===== src/sv/isi_isqrt.sv =====
`timescale 1ns / 1ps

module isi_isqrt (
    input  logic        clk,
    input  logic        rst_n,
    input  logic        start,
    input  logic [63:0] radicand,
    output logic        done,
    output logic [31:0] root
);
    logic [63:0] v_reg;
    logic [63:0] r_reg;
    logic [63:0] b_reg;
    logic        busy_reg;
    logic        done_reg;
    logic [63:0] rb;

    assign rb = r_reg + b_reg;

    always_ff @(posedge clk or negedge rst_n)
    begin
        if (!rst_n)
        begin
            v_reg    <= '0;
            r_reg    <= '0;
            b_reg    <= '0;
            busy_reg <= 1'b0;
            done_reg <= 1'b0;
        end
        else
        begin
            done_reg <= 1'b0;
            if (start)
            begin
                v_reg    <= radicand;
                r_reg    <= '0;
                b_reg    <= 64'd1 << 62;
                busy_reg <= 1'b1;
            end
            else if (busy_reg)
            begin
                if (v_reg >= rb)
                begin
                    v_reg <= v_reg - rb;
                    r_reg <= (r_reg >> 1) + b_reg;
                end
                else
                begin
                    r_reg <= r_reg >> 1;
                end
                b_reg <= b_reg >> 2;
                if (b_reg[0])
                begin
                    busy_reg <= 1'b0;
                    done_reg <= 1'b1;
                end
            end
        end
    end

    assign done = done_reg;
    assign root = r_reg[31:0];
endmodule


===== config.mk =====
export PLATFORM = sky130hd
export DESIGN_NAME = isi_isqrt
export DESIGN_NICKNAME = d
export VERILOG_FILES = /design/src/sv/isi_isqrt.sv
export SDC_FILE = /design/constraint.sdc
export NUM_CORES = 1
export LEC_CHECK = 0
export ABC_AREA = 0
export BUFFER_PORTS_ARGS = -buffer_cell sky130_fd_sc_hd__buf_2
export CORE_ASPECT_RATIO = 0.6
export CORE_UTILIZATION = 45
export DETAILED_ROUTE_END_ITERATION = 7
export SLEW_MARGIN = 20
export SYNTH_ARGS = -nofsm -noshare
export SYNTH_HDL_FRONTEND = slang
export SYNTH_SLANG_ARGS = --single-unit

===== constraint.sdc =====
create_clock -name clk -period 4.95 [get_ports clk]
set_input_delay 1.2375 -clock clk [delete_from_list [all_inputs] [get_ports clk]]
set_output_delay 1.2375 -clock clk [all_outputs]
set_load 0.03 [all_outputs]

==> metrics.yaml, run 1 <==
drt:
  viasPerCell: 5.981
  wl_um: 63260
  ant_nets: 0
  num_vias: 17910
  drc: 2
  drtPass1Iterations: 8
  wl_per_cell_um: 21.13
  drtIter0Drc: 2081
yosys:
  ys_warn_count: 0
  synthCells: 2082
  synthTopCellsByArea: "dfrtp_1 (25%), ha_1 (10%), nand2_1 (5.7%)"
  yosysTopAreaCellShare: 0.2492
  syn_area_per_cell_sq_um: 7.812
  synth.distinct_cells: 88
  syn_nets: 2280
  ys.flop_type: "dfrtp_1"
  ys_seq_elements: 162
  synth_common_cells: "nand2_1 (248), nor2_1 (208), a21oi_1 (168), dfrtp_1 (162), o21ai_0 (158)"
  synth_area_sq_mm: 0.01626
  yosysMostFrequentCell: "nand2_1"
  yosysSeqAreaShare: 0.2492
  async_reset_ff_frac: 1.000
  synth_top_cell_by_area: "dfrtp_1"
  synth-edff-count: 0
setup_path:
  reg2reg_slack_ns: -0.48
  cp.arrival_ns: 5.79
  crit_path_start: "b_reg[0]"
  cp_slowest_stage_delay_ns: 0.40
  cp_slowest_cell: "dfrtp_1"
  r2r_cells: 24
  crit_chain: "ha_2 > ha_4 > a211oi_4 > nor4b_2 > o21a_1 > a211o_1 > a21oi_4 > o31ai_4 > a311oi_4 > nor2_4 > o41ai_4 > xor2_1 > ha_1 > nand4_1 > nor4_2 > and3_1 > nand4_1 > and3b_2 > o221ai_4 > a21oi_4 > buf_12 > buf_4 > or3_1 > a311oi_2"
  critPathCaptureType: "register"
  startpoint_type: "register"
  crit_end: "r_reg[45]"
  crit_type: "register to register"
  crit_required_ns: 5.31
  crit_fanout: 6
  reg2reg_from: "b_reg[0]"
  r2r_end: "r_reg[45]"
grt:
  grtUsageMet1: 0.5771
  track_usage: 0.3418
  grtUsageMet2: 0.4120
  overflow: 0
  grtUsageMet3: 0.08329
  grt_pass1_wl_um: 96460
  grt_antenna_before_repair: 2
  grt_max_degree: 166
  grt_pass1_vias: 16310
  busiest_layer: "met1"
cts:
  clock-root-buffer: "clkbuf_16"
  cts_buffers: 17
  clock-sinks: 162
  cts_tree: "done"
  insertion_delay_ns: 0.47
  clk_pin_slew_ns: 0.07
  htree_levels: 4
  ctsLongestPathBuffers: 2
die:
  num_io_pins: 100
  die_w_um: 247.4
  coreArea_sq_mm: 0.03528
  start_util: 0.4610
  rows: 53
  dieArea_sq_mm: 0.03693
  die_height_um: 149.3
sta:
  worst_slack_ns: -0.4787
  fin_crit_ns: 5.429
  max_freq_mhz: 184.2
  tightest_slew_ns: 1.002
  rsz0062_at_grt: "true"
  fin_crit_sh: 1.097
  max_slew_margin: 0.3320
  whs_ns: 0.5490
  skew_ns: 0.01985
  slew_viol_final: 0
  final-setup-viol-count: 128
  hold_viol_final: 0
pwr:
  powerDensity_mw_per_mm2: 696.4
  leakagePower_nw: 10.11
  vdd_drop_max_uv: 305.1
placement:
  gp_congestion: 0.9926
  port_buffers: 99
  post-place-ws_ns: -0.8255
  hpwl_um: 48340
flow_run:
  maxCapViolCount: 0
min_path:
  hp-start: "v_reg[58]"
  hold_class: "register to register"
run_status:
  status: "finished with violations"
  violations: "design-rule violations, negative setup slack"
layout:
  drive_gt1_frac: 0.3234
  nFillCells: 3090
  final_nets: 2711
  syn2layout_area_growth_pct: 35.01
[cell families after synthesis]
family	share of synthesized area
flops	0.2493
simple gates	0.2056
xor+xnor	0.07539
mux	0.04377
buf+inv	0.05685
compound gates	0.2679
fa+ha+maj	0.1012
[worst max-delay path: cells and delay by family (launching register included)]
family,cells,cell delay (ns)
XOR/XNOR,1,0.12
adder cells (fa/ha/maj),3,0.75
AO/OA/AOI/OAI,10,2.19
buffers and inverters,2,0.33
flip-flops,1,0.40
AND/OR/NAND/NOR,8,1.54
[metal layers]
metal  up-vias  share of wire
met4         0          0.013
met1      8509           0.52
met5         -              0
met2       846           0.35
li1       8493              -
met3        59           0.11
[cells in the final DEF (no fill, tap or decap), types with 20 or more instances in the layout]
cell / netlist / layout
nand3_1: 41 / 41
ha_1: 130 / 121
a31oi_1: 53 / 51
and3_1: 20 / 20
buf_4: 36 / 410
nor2_2: 0 / 21
a21o_1: 28 / 28
o21ai_1: 6 / 56
nand2_1: 248 / 234
mux2i_1: 52 / 52
nor3_1: 42 / 35
dfrtp_1: 162 / 158
a21oi_2: 3 / 32
xor2_1: 70 / 70
inv_1: 52 / 52
o21ai_0: 158 / 97
nor2_1: 208 / 185
xnor2_1: 70 / 70
buf_2: 21 / 97
buf_6: 3 / 28
a21oi_1: 168 / 138
nand4_1: 47 / 47
o21bai_1: 37 / 37
a31o_2: 20 / 20
[layout make-up]
| cell class | count | area, sq um | share of cell area |
|---|---|---|---|
| multi-input combinational | 1723 | 12180 | 0.5546 |
| timing repair buffer | 557 | 4332 | 0.1973 |
| sequential | 162 | 4061 | 0.1850 |
| tap | 467 | 584.3 | 0.02661 |
| clock buffer | 18 | 439.2 | 0.02000 |
| inverter | 52 | 195.2 | 0.008889 |
| clock inverter | 14 | 165.2 | 0.007521 |
| antenna | 1 | 2.502 | 0.0001140 |
[stage by stage]
step                  util  TNS (ns)  cell area [sq um]  power [mW]  cells
floorplan                -    -4.282              16620       8.090   2082
global placement    0.5696    -47.36              20090       11.88   2912
detailed placement  0.5696    -54.83              20090       11.95   2912
CTS                 0.6143    -29.31              21670       14.61   2982
global route        0.6224    -74.98              21960       16.15   2994
finish              0.6224    -42.20              21960       15.29   2994
[how the worst min path moves through the flow]
stage	endpoint	slack, ns	depth (start not counted)
detailed placement	v_reg[56]	0.53	2
global placement	v_reg[52]	0.52	2
CTS	v_reg[56]	0.55	2
global route	v_reg[58]	0.57	2
floorplan	v_reg[59]	0.50	2
finish	v_reg[58]	0.55	2
[repair_timing]
action	4_1_cts	5_1_grt
endpoints found under the setup margin	128	128
pin swaps	56	20
endpoints found under the hold margin	0	0
buffers inserted	35	9
hold buffers	0	0
cloned	3	2
gates resized for setup	167	38
[power breakdown]
part / internal (mW) / switching [mW] / leakage, nW
clock: 0.773 / 0.664 / 0.290
combinational: 5.57 / 6.18 / 7.71
sequential: 1.69 / 0.411 / 2.11
(Power assumes the default switching activity.)
==> inputs of run 2 (changes only) <==
--- a/config.mk
+++ b/config.mk
@@ -6,7 +6,7 @@
 export NUM_CORES = 1
 export LEC_CHECK = 0
 export ABC_AREA = 0
-export BUFFER_PORTS_ARGS = -buffer_cell sky130_fd_sc_hd__buf_2
+export BUFFER_PORTS_ARGS = -buffer_cell sky130_fd_sc_hd__buf_4
 export CORE_ASPECT_RATIO = 0.6
 export CORE_UTILIZATION = 45
 export DETAILED_ROUTE_END_ITERATION = 7
==> run 2 against run 1 <==
The flow still finishes with violations (design-rule violations, negative setup slack). Clock power about the same. Maximum frequency fell by 1.6%. Cell area increased by 6.8%. Critical path type unchanged. Critical endpoint is now r_reg[33]. Largest cell class unchanged. Highest routed layer unchanged.
==> metrics.yaml, run 2 (same netlist as run 1, synthesis figures left out) <==
sta:
  hold_viol_final: 0  # unchanged
  slew_viol_final: 0  # unchanged
  max_freq_mhz: 181.2  # was 184.2 MHz
  fin_crit_ns: 5.518  # was 5.429 ns
  final-setup-viol-count: 128  # unchanged
  rsz0062_at_grt: "true"  # unchanged
  max_slew_margin: 0.3079  # was 0.3320
  worst_slack_ns: -0.5678  # was -0.4787 ns
  skew_ns: 0.01303  # was 0.01985 ns
  tightest_slew_ns: 1.038  # was 1.002 ns
  fin_crit_sh: 1.115  # was 1.097
placement:
  port_buffers: 99  # unchanged
  gp_congestion: 0.9851  # was 0.9926
  place_inst: 2893  # was 2,912
  hpwl_um: 48350  # was 48,340 um
  post-place-ws_ns: -0.7347  # was -0.8255 ns
die:
  start_util: 0.4610  # unchanged
  coreArea_sq_mm: 0.03528  # unchanged
  dieArea_sq_mm: 0.03693  # unchanged
  num_io_pins: 100  # unchanged
  rows: 53  # unchanged
  die_w_um: 247.4  # unchanged
  die_height_um: 149.3  # unchanged
drt:
  drc: 7  # was 2
  wl_met3_um: 8281  # was 7069 um
  route.met2.wl_um: 24230  # was 22,190 um
  viasPerCell: 6.078  # was 5.981
  top_layer: "met4"  # unchanged
  wl_per_cell_um: 21.86  # was 21.13 um
  wl_met1_um: 32640  # was 33,200 um
  wl_um: 66260  # was 63,260 um
  num_vias: 18420  # was 17,910
  ant_nets: 0  # unchanged
  drtIter0Drc: 1940  # was 2,081
  drtPass1Iterations: 7  # was 8
setup_path:
  startpoint_type: "register"  # unchanged
  crit_type: "register to register"  # unchanged
  crit_required_ns: 5.31  # about the same
  crit_fanout: 7  # was 6
  reg2reg_slack_ns: -0.57  # was -0.48 ns
  reg2reg_from: "b_reg[0]"  # unchanged
  r2r_end: "r_reg[33]"  # was r_reg[45]
  r2r_cells: 25  # was 24
  critPathCaptureType: "register"  # unchanged
  cp.arrival_ns: 5.88  # was 5.79 ns
min_path:
  whs_endpoint: "v_reg[58]"  # unchanged
  hold_class: "register to register"  # unchanged
  hp-start: "v_reg[58]"  # unchanged
  hold_path_depth: 2  # unchanged
layout:
  final_cell_mix: "buf_4 (506), nand2_1 (215), nor2_1 (178)"  # was buf_4 (410), nand2_1 (234), nor2_1 (185)
  syn2layout_area_growth_pct: 44.20  # was 35.01%
  n_antenna_cell: 0  # was 1
  final_common_cell: "buf_4"  # unchanged
  nFillCells: 2947  # was 3,090
  final_nets: 2750  # was 2,711
  fin_cells: 3031  # was 2,994
  drive_gt1_frac: 0.3635  # was 0.3234
cts:
  htree_levels: 4  # unchanged
  insertion_delay_ns: 0.47  # about the same
  cts_buffers: 17  # unchanged
  clock-sinks: 162  # unchanged
  ctsLongestPathBuffers: 2  # unchanged
  cts_tree: "done"  # unchanged
  clock-root-buffer: "clkbuf_16"  # unchanged
  clk_pin_slew_ns: 0.07  # about the same
grt:
  track_usage: 0.3449  # was 0.3418
  grt_pass1_vias: 16250  # was 16,310
  grt_antenna_before_repair: 0  # was 2
  grt_max_degree: 80  # was 166
  grt_pass1_wl_um: 96950  # was 96,460 um
  overflow: 0  # unchanged
run_status:
  status: "finished with violations"  # unchanged
  violations: "design-rule violations, negative setup slack"  # unchanged
flow_run:
  maxCapViolCount: 0  # unchanged
pwr:
  vdd_drop_max_uv: 428.2  # was 305.1 uV
  leakagePower_nw: 10.66  # was 10.11 nW
  powerDensity_mw_per_mm2: 740.8  # was 696.4 mW/mm^2
run 2: metrics by stage:
| stage | total power [mW] | utilization | hold slack (ns) | TNS, ns | area [sq um] |
|---|---|---|---|---|---|
| after floorplan | 8.090 | - | 0.4978 | -4.282 | 16620 |
| after global placement | 11.63 | 0.5721 | 0.5142 | -41.44 | 20180 |
| after detailed placement | 11.75 | 0.5721 | 0.5329 | -54.89 | 20180 |
| after CTS | 14.67 | 0.6140 | 0.5489 | -35.36 | 21660 |
| after global routing | 18.25 | 0.6648 | 0.5829 | -78.41 | 23450 |
| final | 17.37 | 0.6648 | 0.5398 | -50.60 | 23450 |
run 2: what timing repair did:
action / 4_1_cts / 5_1_grt
endpoints found under the setup margin: 128 / 128
gates cloned: 7 / 7
gates resized for setup: 86 / 294
buffers inserted: 39 / 60
pin swaps: 41 / 142
hold buffers: 0 / 0
run 2: layout make-up:
type,count,area (sq um),share of cell area
clock inverter,11,128.9,0.005495
timing repair buffer,596,5226,0.2228
sequential,162,4061,0.1732
clock buffer,20,456.7,0.01947
inverter,52,195.2,0.008322
multi-input combinational,1723,12800,0.5458
tap,467,584.3,0.02491
run 2: report_power, final:
| part | internal, mW | switching (mW) |
|---|---|---|
| logic | 6.85 | 6.96 |
| clock network | 0.773 | 0.648 |
| registers | 1.69 | 0.450 |
| total | 9.31 | 8.06 |
run 2: worst max-delay path, stage by stage, from the launching register on:
cell	delay (ns)
dfrtp_1	0.39
ha_2	0.21
ha_4	0.17
a211oi_4	0.32
nor4b_4	0.09
o21a_1	0.23
a211o_1	0.32
a21oi_4	0.19
o31ai_4	0.10
a311oi_4	0.33
buf_4	0.19
nor4b_4	0.05
o221ai_2	0.20
xor2_2	0.12
ha_1	0.33
nand4_1	0.14
nor4_2	0.31
and3_1	0.23
nand4_1	0.08
and3b_2	0.23
o221ai_4	0.10
a21oi_4	0.13
buf_12	0.17
buf_16	0.14
or3_1	0.34
a311oi_1	0.30
run 2: layer usage:
layer,vias to the layer above,GRT usage
met5,-,0
met4,0,0.05276
met3,82,0.09354
met2,1026,0.4183
met1,8751,0.5783
li1,8564,-
run 2: worst max-delay path by stage:
stage	start	slack, ns	endpoint	cells past startpoint
3_3_place_gp	r_reg[0]	-0.64	r_reg[18]	23
6_report	b_reg[0]	-0.57	r_reg[33]	25
5_1_grt	b_reg[8]	-0.84	r_reg[33]	24
3_5_place_dp	r_reg[20]	-0.73	r_reg[18]	23
4_1_cts	r_reg[0]	-0.43	r_reg[45]	23
2_1_floorplan	b_reg[0]	-0.16	v_reg[20]	23
