<file path="src/sv/isi_pkg.sv">
`timescale 1ns / 1ps

package isi_pkg;

    typedef enum logic [1:0] {
        ACT_APPEND = 2'd0,
        ACT_QUERY  = 2'd1,
        ACT_CLEAR  = 2'd2,
        ACT_NOP    = 2'd3
    } action_t;

    typedef enum logic [1:0] {
        STAT_OK         = 2'd0,
        STAT_NO_BRACKET = 2'd1,
        STAT_FULL       = 2'd2,
        STAT_RSVD       = 2'd3
    } status_t;

    localparam int TIME_W    = 48;
    localparam int QUAT_W    = 64;
    localparam int DIV_NUM_W = 64;
    localparam int DIV_DEN_W = 48;
    localparam int DIV_QBITS = 34;

    // 0.9995 in Q2.28, truncated.
    localparam logic [33:0] DOT_LIMIT = 34'd268301238;

    typedef struct packed {
        logic                 start;
        logic                 round;
        logic [DIV_NUM_W-1:0] num;
        logic [DIV_DEN_W-1:0] den;
    } div_req_t;

    function automatic logic signed [15:0] clamp_q14(input logic signed [34:0] v);
        logic signed [15:0] r;
        if (v > 35'sd16384) begin
            r = 16'sd16384;
        end
        else if (v < -35'sd16384) begin
            r = -16'sd16384;
        end
        else begin
            r = 16'(v);
        end
        return r;
    endfunction

endpackage

</file>
<file path="src/sv/isi_div.sv">
`timescale 1ns / 1ps

module isi_div (
    input  logic                              clk,
    input  logic                              rst_n,
    input  isi_pkg::div_req_t                 req,
    output logic                              done,
    output logic [isi_pkg::DIV_QBITS-1:0]     quot
);
    import isi_pkg::*;

    logic [DIV_DEN_W-1:0] rem_reg;
    logic [DIV_DEN_W-1:0] den_reg;
    logic [DIV_QBITS-1:0] low_reg;
    logic [5:0]           cnt_reg;
    logic                 busy_reg;
    logic                 done_reg;

    logic [DIV_NUM_W-1:0] nsum;
    logic [DIV_DEN_W:0]   trial;
    logic                 ge;

    always_comb
    begin
        nsum  = req.num + (req.round ? DIV_NUM_W'(req.den >> 1) : '0);
        trial = {rem_reg, low_reg[DIV_QBITS-1]};
        ge    = trial >= {1'b0, den_reg};
    end

    always_ff @(posedge clk or negedge rst_n)
    begin
        if (!rst_n)
        begin
            rem_reg  <= '0;
            den_reg  <= '0;
            low_reg  <= '0;
            cnt_reg  <= '0;
            busy_reg <= 1'b0;
            done_reg <= 1'b0;
        end
        else
        begin
            done_reg <= 1'b0;
            if (req.start)
            begin
                rem_reg  <= DIV_DEN_W'(nsum >> DIV_QBITS);
                low_reg  <= nsum[DIV_QBITS-1:0];
                den_reg  <= req.den;
                cnt_reg  <= '0;
                busy_reg <= 1'b1;
            end
            else if (busy_reg)
            begin
                rem_reg <= ge ? DIV_DEN_W'(trial - {1'b0, den_reg}) : trial[DIV_DEN_W-1:0];
                low_reg <= {low_reg[DIV_QBITS-2:0], ge};
                cnt_reg <= cnt_reg + 6'd1;
                if (cnt_reg == 6'(DIV_QBITS - 1))
                begin
                    busy_reg <= 1'b0;
                    done_reg <= 1'b1;
                end
            end
        end
    end

    assign done = done_reg;
    assign quot = low_reg;
endmodule

</file>
<file path="config.mk">
export PLATFORM = sky130hd
export DESIGN_NAME = isi_div
export DESIGN_NICKNAME = d
export VERILOG_FILES = /design/src/sv/isi_pkg.sv /design/src/sv/isi_div.sv
export SDC_FILE = /design/constraint.sdc
export NUM_CORES = 1
export LEC_CHECK = 0
export ABC_AREA = 0
export BUFFER_PORTS_ARGS = -buffer_cell sky130_fd_sc_hd__buf_2
export CORE_MARGIN = 3
export CORE_UTILIZATION = 55
export DETAILED_ROUTE_END_ITERATION = 10
export HOLD_SLACK_MARGIN = 0.03
export PLACE_DENSITY = 0.76
export SYNTH_ARGS = -nofsm -noshare
export SYNTH_HDL_FRONTEND = slang
export SYNTH_SLANG_ARGS = --single-unit
</file>
<file path="constraint.sdc">
create_clock -name clk -period 5.35 [get_ports clk]
set_input_delay 0.2675 -clock clk [delete_from_list [all_inputs] [get_ports clk]]
set_output_delay 0.2675 -clock clk [all_outputs]
set_load 0.01 [all_outputs]
</file>
==> impl_results.md, run 1 <==
* Setup crit start kind: register
* Clock slew seen by the registers of the worst setup and hold paths at roughly 0.06 ns
* Compound-cell area share of the yosys netlist at approximately a quarter
* Largest buffer count on any clock path at 2
* Met2 wire len at 17400 µm
* RR Startpoint: den_reg[1]
* Gate count after technology mapping at 1536
* Max-slew violations at 0
* Wire length of the first global-routing pass at between 50000 and 60000 µm
* Avg Inst Size Synth at slightly above 8 µm²
* Transition time of the tightest slew-check pin at 1.01 ns
* Crit path max fanout at 18
* Setup-violating endpoint count in the final report at 0
* Share of synthesized cell area in and, or, nand and nor gates at 18.3%
* Number of search-and-repair iterations in the first detailed-routing pass at 6
* Static Leakage at between 6 and 7 nW
* TritonCTS clock tree: built
* Latest clock arrival within the worst-skew pair at 0.44 ns
* Most area-consuming cells after synthesis: dfrtp_1 28%, ha_1 9.8%, o21ai_0 5.9%
* Total GRT Usage at 30.7%
* Layout cell share with drive strength beyond 1 at about an eighth
* Area growth, synth to finish at 11.5%
* Count of input and output buffers at 150
* Number of setup buffers added after CTS at 0
* End of the critical path: rem_reg[9]
* H-tree depth at 4
* Core region area at between 20000 and 25000 µm²
* Post-synth ARST share at 100%
* Sequential-to-total area share from yosys stat at roughly 28%
* Last weighted congestion value of the routability-driven placer at around 0.95
* Total number of vias at approximately 12000
* Number of unique standard cell types used by synthesis at between 70 and 80
* Post-synthesis cell area at about 12000 µm²
* Post-DR wirelength/cell at around 20 µm
* Final Routed Wirelength at 37800 µm
* Total negative slack at 0 ns
* Crit. End Element: register
* Area leader, netlist: dfrtp_1
* Kind of path behind the tightest hold check: input port to register
* Power density over cell area at between 400 and 500 nW/µm²
* Critical Setup Path Class: register to register
* Syn Nets at around 1800
* Worst Min Path Start: req[0]
* Site Rows at 54
* Met1 Wirelength at around 16000 µm
* Starting density of the core at between 50% and 60%
* Placement Setup Slack at 1.16 ns
* Worst reg2reg endpoint: rem_reg[9]
* Cell at the root of the clock tree: clkbuf_16
* DIE HEIGHT at 156 µm
* Count of flip-flops with a built-in enable after synthesis at 0
* Adder-Cell Fraction of Synth Area at 10.1%
* Skew final at between 0.01 and 0.015 ns
* Worst Reg2Reg Path Length in Cells at 13
* Outcome: finished, final reports clean
* Routed vias/inst at about 6.3
* Total length of routed met3 wires at approximately 2800 µm
* Detailed-route DRC error count at 0
* Placed inst area at between 10000 and 15000 µm²
* Post-route cell area at between 10000 and 15000 µm²
* Detail Placement HPWL at around 28000 µm
* Starting DRT DRC Count at between 1000 and 1500
* Die area at ~24000 µm²
* Final Core Density at between 60% and 70%
* Xor/xnor cell area share of the yosys netlist at about 7.0%
* Fin worst setup slack at about 1.1 ns
* Maximum Capacitance Violations at 0
* Most instantiated cells after synthesis: 174 x nand2_1, 146 x o21ai_0, 138 x dfrtp_1
* Top-level I/O count at ~150
* Remaining antenna violation count after routing at 0
* Most instantiated flip-flop cell in the synthesis netlist: dfrtp_1
* Reg-to-reg setup timing slack at 1.12 ns
* Unrepaired setup endpoints after global routing: no
* Max-slew headroom at the worst pin at ~33%
* Number of global-route vias before repair at about 11000
* Inserted Clock Buffers at 17
* Period Utilization, post-route at between 70 and 80%
* Required arrival time at the worst endpoint at around 5.7 ns
* Dominant combinational cell family by area after synthesis: compound AO/OA/AOI/OAI gates
* X dimension of the die at ~160 µm
* Critical Path Start: den_reg[1]
* Total congestion overflow at 0
* Achievable Freq at 0.236 GHz
* Largest net degree at the start of global routing at 124
* Clock period minus final worst setup slack at between 4 and 5 ns
* Top Metal Used: met5
* Nets at 1839
* Synth Warn # at 0
* # resized after CTS at 0
* Arrival @ worst endpoint at 4.58 ns
* Top-count cell post-synth: nand2_1
* Antenna violations before repair at 5
* Top cell type's share of synthesized area at ~28%
* Final number of hold-violating endpoints at 0
* CTS sink cnt at about 140
* Flops & latches, synth at around 140
* Share of synthesized area spent on multiplexers at around 4.8%
* Worst vdd ir at approximately 0.22 mV
metrics by stage:
stage,hold slack (ns),total power [mW],std cells
2_1_floorplan,-0.0281,3.74,1536
3_3_place_gp,0.422,4.44,1884
3_5_place_dp,0.427,4.46,1884
4_1_cts,0.0574,5.72,1917
5_1_grt,0.0776,6.13,1918
6_report,0.0660,5.77,1918
cells in the final DEF, fill, tap and decap left out, types with 9 or more instances in the layout:
cell type	count
a211oi_1	27
a21o_1	53
a21oi_1	112
a31oi_1	18
and2_1	53
and3_1	18
buf_2	148
clkbuf_16	17
dfrtp_1	137
ha_1	97
inv_1	78
mux2i_1	54
nand2_1	174
nand2b_1	9
nand3_1	20
nand4_1	35
nor2_1	78
nor2b_1	15
nor3_1	23
nor3b_1	10
nor4_1	10
o211a_1	10
o211ai_1	20
o21a_1	9
o21ai_0	146
o21bai_1	24
o22ai_1	11
o31ai_1	11
xnor2_1	65
xor2_1	34
cell type report:
type | instances | area, µm²
Fill cell | 1962 | 8180
Clock inverter | 12 | 138
Inverter | 78 | 293
Timing Repair Buffer | 157 | 831
Antenna cell | 1 | 2.50
Multi-Input combinational cell | 1232 | 8250
Sequential cell | 138 | 3460
Tap cell | 280 | 350
Clock buffer | 20 | 457
worst max-delay path: stages (launching register included):
cell	delay, ns
dfrtp_1	0.36
inv_1	0.12
ha_1	0.26
nor2b_2	0.17
o2111ai_1	0.34
a311oi_2	0.17
o21ai_1	0.22
a21oi_2	0.11
a31oi_1	0.35
o31a_1	0.59
o21a_2	0.59
buf_4	0.35
mux2_2	0.36
a21oi_1	0.14
report_power, final:
part	internal [mW]	leakage [nW]	switching (mW)	total (mW)
sequential	1.26	1.70	0.173	1.43
combinational	1.29	4.83	1.83	3.12
clock	0.716	0.287	0.505	1.22
total	3.27	6.82	2.50	5.77
how the worst min path moves through the flow:
stage                             end  cells after the start
after floorplan              busy_reg                      0
after global placement    den_reg[39]                      1
after detailed placement  den_reg[41]                      1
after CTS                 den_reg[23]                      3
after global routing      den_reg[24]                      3
final                      den_reg[0]                      2
cells by family (layout without fill, tap and decap cells):
family,count (synthesis),after routing
other cells,0,1
xor+xnor,99,99
mux,59,59
flops,138,138
compound gates,510,510
buf+inv,166,267
simple gates,465,465
fa+ha+maj,99,99
metal layers:
layer | vias up | track usage, %
met2 | 515 | 49.5
met1 | 5721 | 41.3
met3 | 89 | 5.41
met4 | 8 | 11.3
li1 | 5735 | -
met5 | - | 0
repair_timing:
item	in CTS	in global routing
endpoints found under the hold margin	91	0
hold buffers	1	0
setup endpoints to repair	0	0
(Power assumes the default switching activity.)
==> inputs of run 2 (changes only) <==
==> constraint.sdc (replaced) <==
create_clock -name clk -period 4.2 [get_ports clk]
set_input_delay 0.21 -clock clk [delete_from_list [all_inputs] [get_ports clk]]
set_output_delay 0.21 -clock clk [all_outputs]
set_load 0.01 [all_outputs]
==> impl_results.md, run 2 (synthesis gave the netlist of run 1 again) <==
* Largest buffer count on any clock path at 2 (unchanged)
* Nets at 1868 (+1.6%)
* Critical Setup Path Class: input port to register
* Number of search-and-repair iterations in the first detailed-routing pass at 7 (+1)
* Setup crit start kind: input port
* Placed cell count at 1893 (+0.48%)
* Count of input and output buffers at 150 (unchanged)
* Fill cells at 1964 (+0.10%)
* # resized after CTS at 0 (unchanged)
* Period Utilization, post-route at about nine tenths
* Largest net degree at the start of global routing at 121 (-2.4%)
* DIE HEIGHT at 156 µm (unchanged)
* Outcome: finished, final reports clean
* FF+latch area at 3460 µm² (unchanged)
* Power after layout at 7.49 mW (+30%)
* Clock period minus final worst setup slack at 3.80 ns
* Max-slew headroom at the worst pin at 25.6% (-7.0 points)
* Last weighted congestion value of the routability-driven placer at 0.969 (+2.3%)
* Most frequent standard cell in the layout excluding fill and tap cells: nand2_1
* Power density over cell area at 532 nW/µm² (+27%)
* Cell at the root of the clock tree: clkbuf_16
* Starting DRT DRC Count at 1047 (-23%)
* Detail Placement HPWL at 28900 µm (+2.9%)
* Area growth, synth to finish at 13.8%
* Number of setup buffers added after CTS at 0 (unchanged)
* Static Leakage at 6.95 nW (+1.9%)
* Final Core Density at 64.0% (+1.3 points)
* Final number of hold-violating endpoints at 0 (unchanged)
* Maximum Capacitance Violations at 0 (unchanged)
* Crit-path slowest cell: dlygate4sd3_1
* Placement Setup Slack at 0.272 ns (-0.891 ns)
* Routed vias/inst at 6.23 (-0.98%)
* X dimension of the die at 156 µm (unchanged)
* Core region area at 22000 µm² (unchanged)
* Transition time of the tightest slew-check pin at 1.11 ns (+0.104 ns)
* TritonCTS clock tree: built
* Kind of path behind the tightest hold check: input port to register
* Number of global-route vias before repair at 11600 (+2.5%)
* Post-DR wirelength/cell at 19.8 µm (+0.63%)
* Die area at 24300 µm² (unchanged)
* Max-slew violations at 0 (unchanged)
* Top-level I/O count at 151 (unchanged)
* Skew final at 0.00927 ns (-0.00443 ns)
* Fin worst setup slack at 0.399 ns (-0.722 ns)
* Layout cell share with drive strength beyond 1 at 12.8% (+0.26 points)
* Inserted Clock Buffers at 17 (unchanged)
* Total congestion overflow at 0 (unchanged)
* Total number of vias at 12100 (+0.52%)
* Required arrival time at the worst endpoint at 4.52 ns (-1.19 ns)
* Arrival @ worst endpoint at 4.12 ns (-0.46 ns)
* Latest clock arrival within the worst-skew pair at 0.43 ns (about the same)
* CTS sink cnt at 138 (unchanged)
* Crit path largest cell delay at 0.55 ns (-0.04 ns)
* Total negative slack at 0 ns (unchanged)
* Crit-path most repeated cell: nor4_1
* Remaining antenna violation count after routing at 0 (unchanged)
* Number of buffers and inverters on the critical path at 2 (unchanged)
* Sequence of cells on the critical path: dlygate4sd3_1 > buf_2 > and2_1 > ha_1 > a211oi_1 > nor4_1 > o311a_1 > o211ai_1 > a2bb2oi_2 > nor4_1 > nor2_1 > o21ai_1 > a311o_1 > a32o_1
* Footprint of the multi-input gates at 8250 µm² (unchanged)
* H-tree depth at 4 (unchanged)
* Crit-path leading delay family: compound AO/OA/AOI/OAI gates
* Site Rows at 54 (unchanged)
* Total GRT Usage at 31.3% (+0.61 points)
* Achievable Freq at 0.263 GHz
* Clock slew seen by the registers of the worst setup and hold paths at 0.06 ns (about the same)
* Crit path max fanout at 6 (-12)
* Unrepaired setup endpoints after global routing: no
* Starting density of the core at 56.3% (unchanged)
* Count of non-filler cells in the finished layout at 1947 (+1.5%)
* Worst vdd ir at 0.320 mV (+45%)
* Detailed-route DRC error count at 0 (unchanged)
* Setup-violating endpoint count in the final report at 0 (unchanged)
* Antenna violations before repair at 2 (-3)
* Crit. End Element: register
* Final Routed Wirelength at 38600 µm (+2.2%)
* Count of hold buffers inserted by post-cts repair at 21 (+20)
* Wire length of the first global-routing pass at 61300 µm (+2.6%)
* Commonest cells after routing, fill and taps aside: 174 x nand2_1, 148 x buf_2, 146 x o21ai_0, 137 x dfrtp_1, 112 x a21oi_1
run 2: per-stage QoR:
| stage | instance area (µm²) | hold WS, ns |
|---|---|---|
| 4_1_cts | 14100 | 0.0305 |
| 3_3_place_gp | 13300 | 0.267 |
| 5_1_grt | 14100 | 0.0541 |
| 6_report | 14100 | 0.0348 |
| 3_5_place_dp | 13300 | 0.270 |
| 2_1_floorplan | 12400 | -0.0856 |
run 2: final timing paths:
check | startpoint | endpoint | slack, ns | depth (start not counted)
max | req[1] | rem_reg[27] | 0.40 | 14
min | req[15] | den_reg[15] | 0.03 | 3
max reg2reg | rem_reg[11] | rem_reg[6] | 0.44 | 11
min reg2reg | den_reg[12] | den_reg[12] | 0.54 | 2
max in group asynchronous | rst_n | quot[16] | 2.86 | 3
min in group asynchronous | rst_n | rem_reg[38] | 0.36 | 2
run 2: worst register-to-register path: stages (launching register included):
cell      delay, ns
dfrtp_1        0.43
ha_1           0.52
nand4_1        0.21
o311ai_1       0.39
nor2_1         0.11
a21oi_2        0.22
a31oi_1        0.21
o31a_1         0.36
o21a_2         0.38
buf_12         0.24
or3_1          0.37
a32o_1         0.23
run 2: power by group:
group / switching, mW / leakage [nW] / total [mW] / internal, mW
clock: 0.647 / 0.288 / 1.59 / 0.940
sequential: 0.226 / 1.70 / 1.83 / 1.61
combinational: 2.37 / 4.96 / 4.07 / 1.70
total: 3.24 / 6.95 / 7.49 / 4.25
run 2: routing by layer:
metal	track usage (%)	vias to the layer above	part of all wire (%)
met2	50.1	472	46
met4	11.2	2	3.0
met3	4.69	87	6.5
met5	0	-	0.031
met1	43.2	5778	44
li1	-	5792	-
run 2: final cells by class:
cell class                 count  share of cell area (%)
antenna                        1                  0.0178
multi-input combinational   1232                    58.7
inverter                      78                    2.08
clock inverter                13                    1.19
sequential                   138                    24.6
tap                          280                    2.49
clock buffer                  19                    3.08
timing repair buffer         186                    7.90
==> inputs of run 3 (changes only) <==
--- a/config.mk
+++ b/config.mk
@@ -7,10 +7,12 @@
 export LEC_CHECK = 0
 export ABC_AREA = 0
 export BUFFER_PORTS_ARGS = -buffer_cell sky130_fd_sc_hd__buf_2
+export CORE_ASPECT_RATIO = 1.75
 export CORE_MARGIN = 3
 export CORE_UTILIZATION = 55
 export DETAILED_ROUTE_END_ITERATION = 10
 export HOLD_SLACK_MARGIN = 0.03
+export MAX_ROUTING_LAYER = met4
 export PLACE_DENSITY = 0.76
 export SYNTH_ARGS = -nofsm -noshare
 export SYNTH_HDL_FRONTEND = slang
==> impl_results.md, run 3 (synthesis gave the netlist of run 1 again) <==
* DIE HEIGHT at 204 µm (+31%)
* Last weighted congestion value of the routability-driven placer at 1.00 (+3.4%)
* Critical Setup Path Class: input port to register
* Final Routed Wirelength at 39700 µm (+2.7%)
* Post-DR wirelength/cell at 20.1 µm (+1.2%)
* Clock slew seen by the registers of the worst setup and hold paths at 0.06 ns (about the same)
* Top-level I/O count at 151 (unchanged)
* Transition time of the tightest slew-check pin at 1.19 ns (+0.0762 ns)
* End of the critical path: rem_reg[18]
* Crit-path slowest cell: dlygate4sd3_1
* Crit-path most repeated cell: nand4_1
* Nets at 1887 (+1.0%)
* Worst vdd ir at 0.313 mV (-2.2%)
* Count of non-filler cells in the finished layout at 1977 (+1.5%)
* Clock period minus final worst setup slack at 3.86 ns (+0.0616 ns)
* Power density over cell area at 533 nW/µm² (about the same)
* Commonest cells after routing, fill and taps aside: 174 x nand2_1, 148 x buf_2, 146 x o21ai_0, 137 x dfrtp_1, 112 x a21oi_1
* Unrepaired setup endpoints after global routing: no
* Outcome: finished, final reports clean
* Worst reg2reg endpoint: rem_reg[43]
* Wire length of the first global-routing pass at 62800 µm (+2.5%)
* Crit-path leading delay family: compound AO/OA/AOI/OAI gates
* Crit path max fanout at 10 (+4)
* Count of input and output buffers at 150 (unchanged)
* Setup crit start kind: input port
* Latest clock arrival within the worst-skew pair at 0.44 ns (about the same)
* Setup-violating endpoint count in the final report at 0 (unchanged)
* Starting DRT DRC Count at 1030 (-1.6%)
* TritonCTS clock tree: built
* CTS sink cnt at 138 (unchanged)
* Sequence of cells on the critical path: dlygate4sd3_1 > buf_2 > and2_1 > ha_1 > nand4_1 > o211ai_1 > a21oi_1 > a31oi_2 > nand4_1 > a2111oi_2 > o21ai_1 > nor4b_1 > xnor2_1 > o32ai_1
* Maximum Capacitance Violations at 0 (unchanged)
* Skew final at 0.00812 ns (-0.00115 ns)
* Site Rows at 71 (+31%)
* Area growth, synth to finish at 16.0%
* Required arrival time at the worst endpoint at 4.49 ns (-0.03 ns)
* Total negative slack at 0 ns (unchanged)
* Reg-to-reg setup timing slack at 0.35 ns (-0.09 ns)
* Max-slew violations at 0 (unchanged)
* Total congestion overflow at 0 (unchanged)
* Largest net degree at the start of global routing at 177 (+46%)
* Static Leakage at 7.06 nW (+1.6%)
* Cell at the root of the clock tree: clkbuf_16
* Worst Reg2Reg Path Length in Cells at 11 (unchanged)
* Most frequent standard cell in the layout excluding fill and tap cells: nand2_1
* Die area at 24400 µm² (+0.29%)
* Total number of vias at 12200 (+0.90%)
* X dimension of the die at 119 µm (-23%)
* Detail Placement HPWL at 29700 µm (+2.8%)
* Detailed-route DRC error count at 0 (unchanged)
* Arrival @ worst endpoint at 4.15 ns (+0.03 ns)
* Number of search-and-repair iterations in the first detailed-routing pass at 6 (-1)
* Critical Path Start: req[16]
* Levels on crit path at 14 (unchanged)
* Total GRT Usage at 33.0% (+1.8 points)
* Number of buffers and inverters on the critical path at 2 (unchanged)
* Max-slew headroom at the worst pin at 20.5% (-5.1 points)
* Remaining antenna violation count after routing at 0 (unchanged)
* Achievable Freq at 0.259 GHz (-1.6%)
* RR Startpoint: rem_reg[15]
* Number of global-route vias before repair at 12500 (+7.1%)
* Largest buffer count on any clock path at 2 (unchanged)
* Period Utilization, post-route at 92.0% (+1.5 points)
* Final number of hold-violating endpoints at 0 (unchanged)
* Antenna violations before repair at 1 (-1)
* Placed cell count at 1908 (+0.79%)
* Number of setup buffers added after CTS at 0 (unchanged)
* Kind of path behind the tightest hold check: input port to register
* Routed vias/inst at 6.19 (-0.63%)
* Crit. End Element: register
* Layout cell share with drive strength beyond 1 at 12.9% (+0.10 points)
* Inserted Clock Buffers at 17 (unchanged)
* Starting density of the core at 56.8% (+0.50 points)
* Crit path largest cell delay at 0.53 ns (-0.02 ns)
* H-tree depth at 4 (unchanged)
* Power after layout at 7.63 mW (+2.0%)
* Core region area at 21800 µm² (-0.88%)
==> run 3: worst min-delay path by stage <==
stage	end	from	slack (ns)	cells past startpoint
floorplan	busy_reg	rst_n	-0.09	0
global placement	den_reg[20]	rst_n	0.26	1
detailed placement	den_reg[20]	rst_n	0.26	1
CTS	den_reg[25]	req[25]	0.03	3
global route	den_reg[14]	req[14]	0.06	3
finish	den_reg[31]	req[31]	0.04	3
==> run 3: tightest hold or removal path: cells and delay by family <==
family	cells	cell delay, ns
AO/OA/AOI/OAI	1	0.07
buffers and inverters	1	0.09
AND/OR/NAND/NOR	1	0.07
==> run 3: where the power goes <==
| group | total [mW] | leakage [nW] | internal, mW | switching, mW |
|---|---|---|---|---|
| clock network | 1.70 | 0.316 | 1.08 | 0.621 |
| registers | 1.84 | 1.70 | 1.61 | 0.239 |
| logic | 4.09 | 5.04 | 1.73 | 2.35 |
| total | 7.63 | 7.06 | 4.42 | 3.21 |
==> run 3: layout make-up <==
cell class                 instances  area (µm²)
clock buffer                      20         457
antenna                            1        2.50
multi-input combinational       1232        8260
inverter                          78         293
tap                              292         365
clock inverter                    11         194
sequential                       138        3460
timing repair buffer             205        1310
fill                            1908        7430
==> run 3: through the flow <==
step | util (%) | hold WS [ns] | area, µm² | worst slack, ns
after floorplan | - | -0.0856 | 12400 | 0.859
after global placement | 61.1 | 0.260 | 13300 | 0.323
after detailed placement | 61.1 | 0.262 | 13300 | 0.274
after CTS | 65.8 | 0.0312 | 14300 | 0.311
after global routing | 65.8 | 0.0570 | 14300 | 0.0834
final | 65.8 | 0.0380 | 14300 | 0.337
==> run 3: timing repair <==
item	in CTS	in global routing
endpoints found under the setup margin	0	1
hold buffers	37	0
endpoints found under the hold margin	102	0
resized for setup	0	1
==> run 3: layer usage <==
layer	part of all wire (%)	routed length, µm	global-route usage (%)
met2	52	20400	57.6
met1	39	15300	36.1
met5	0	0	-
met3	4.4	1750	4.02
met4	5.5	2200	19.0
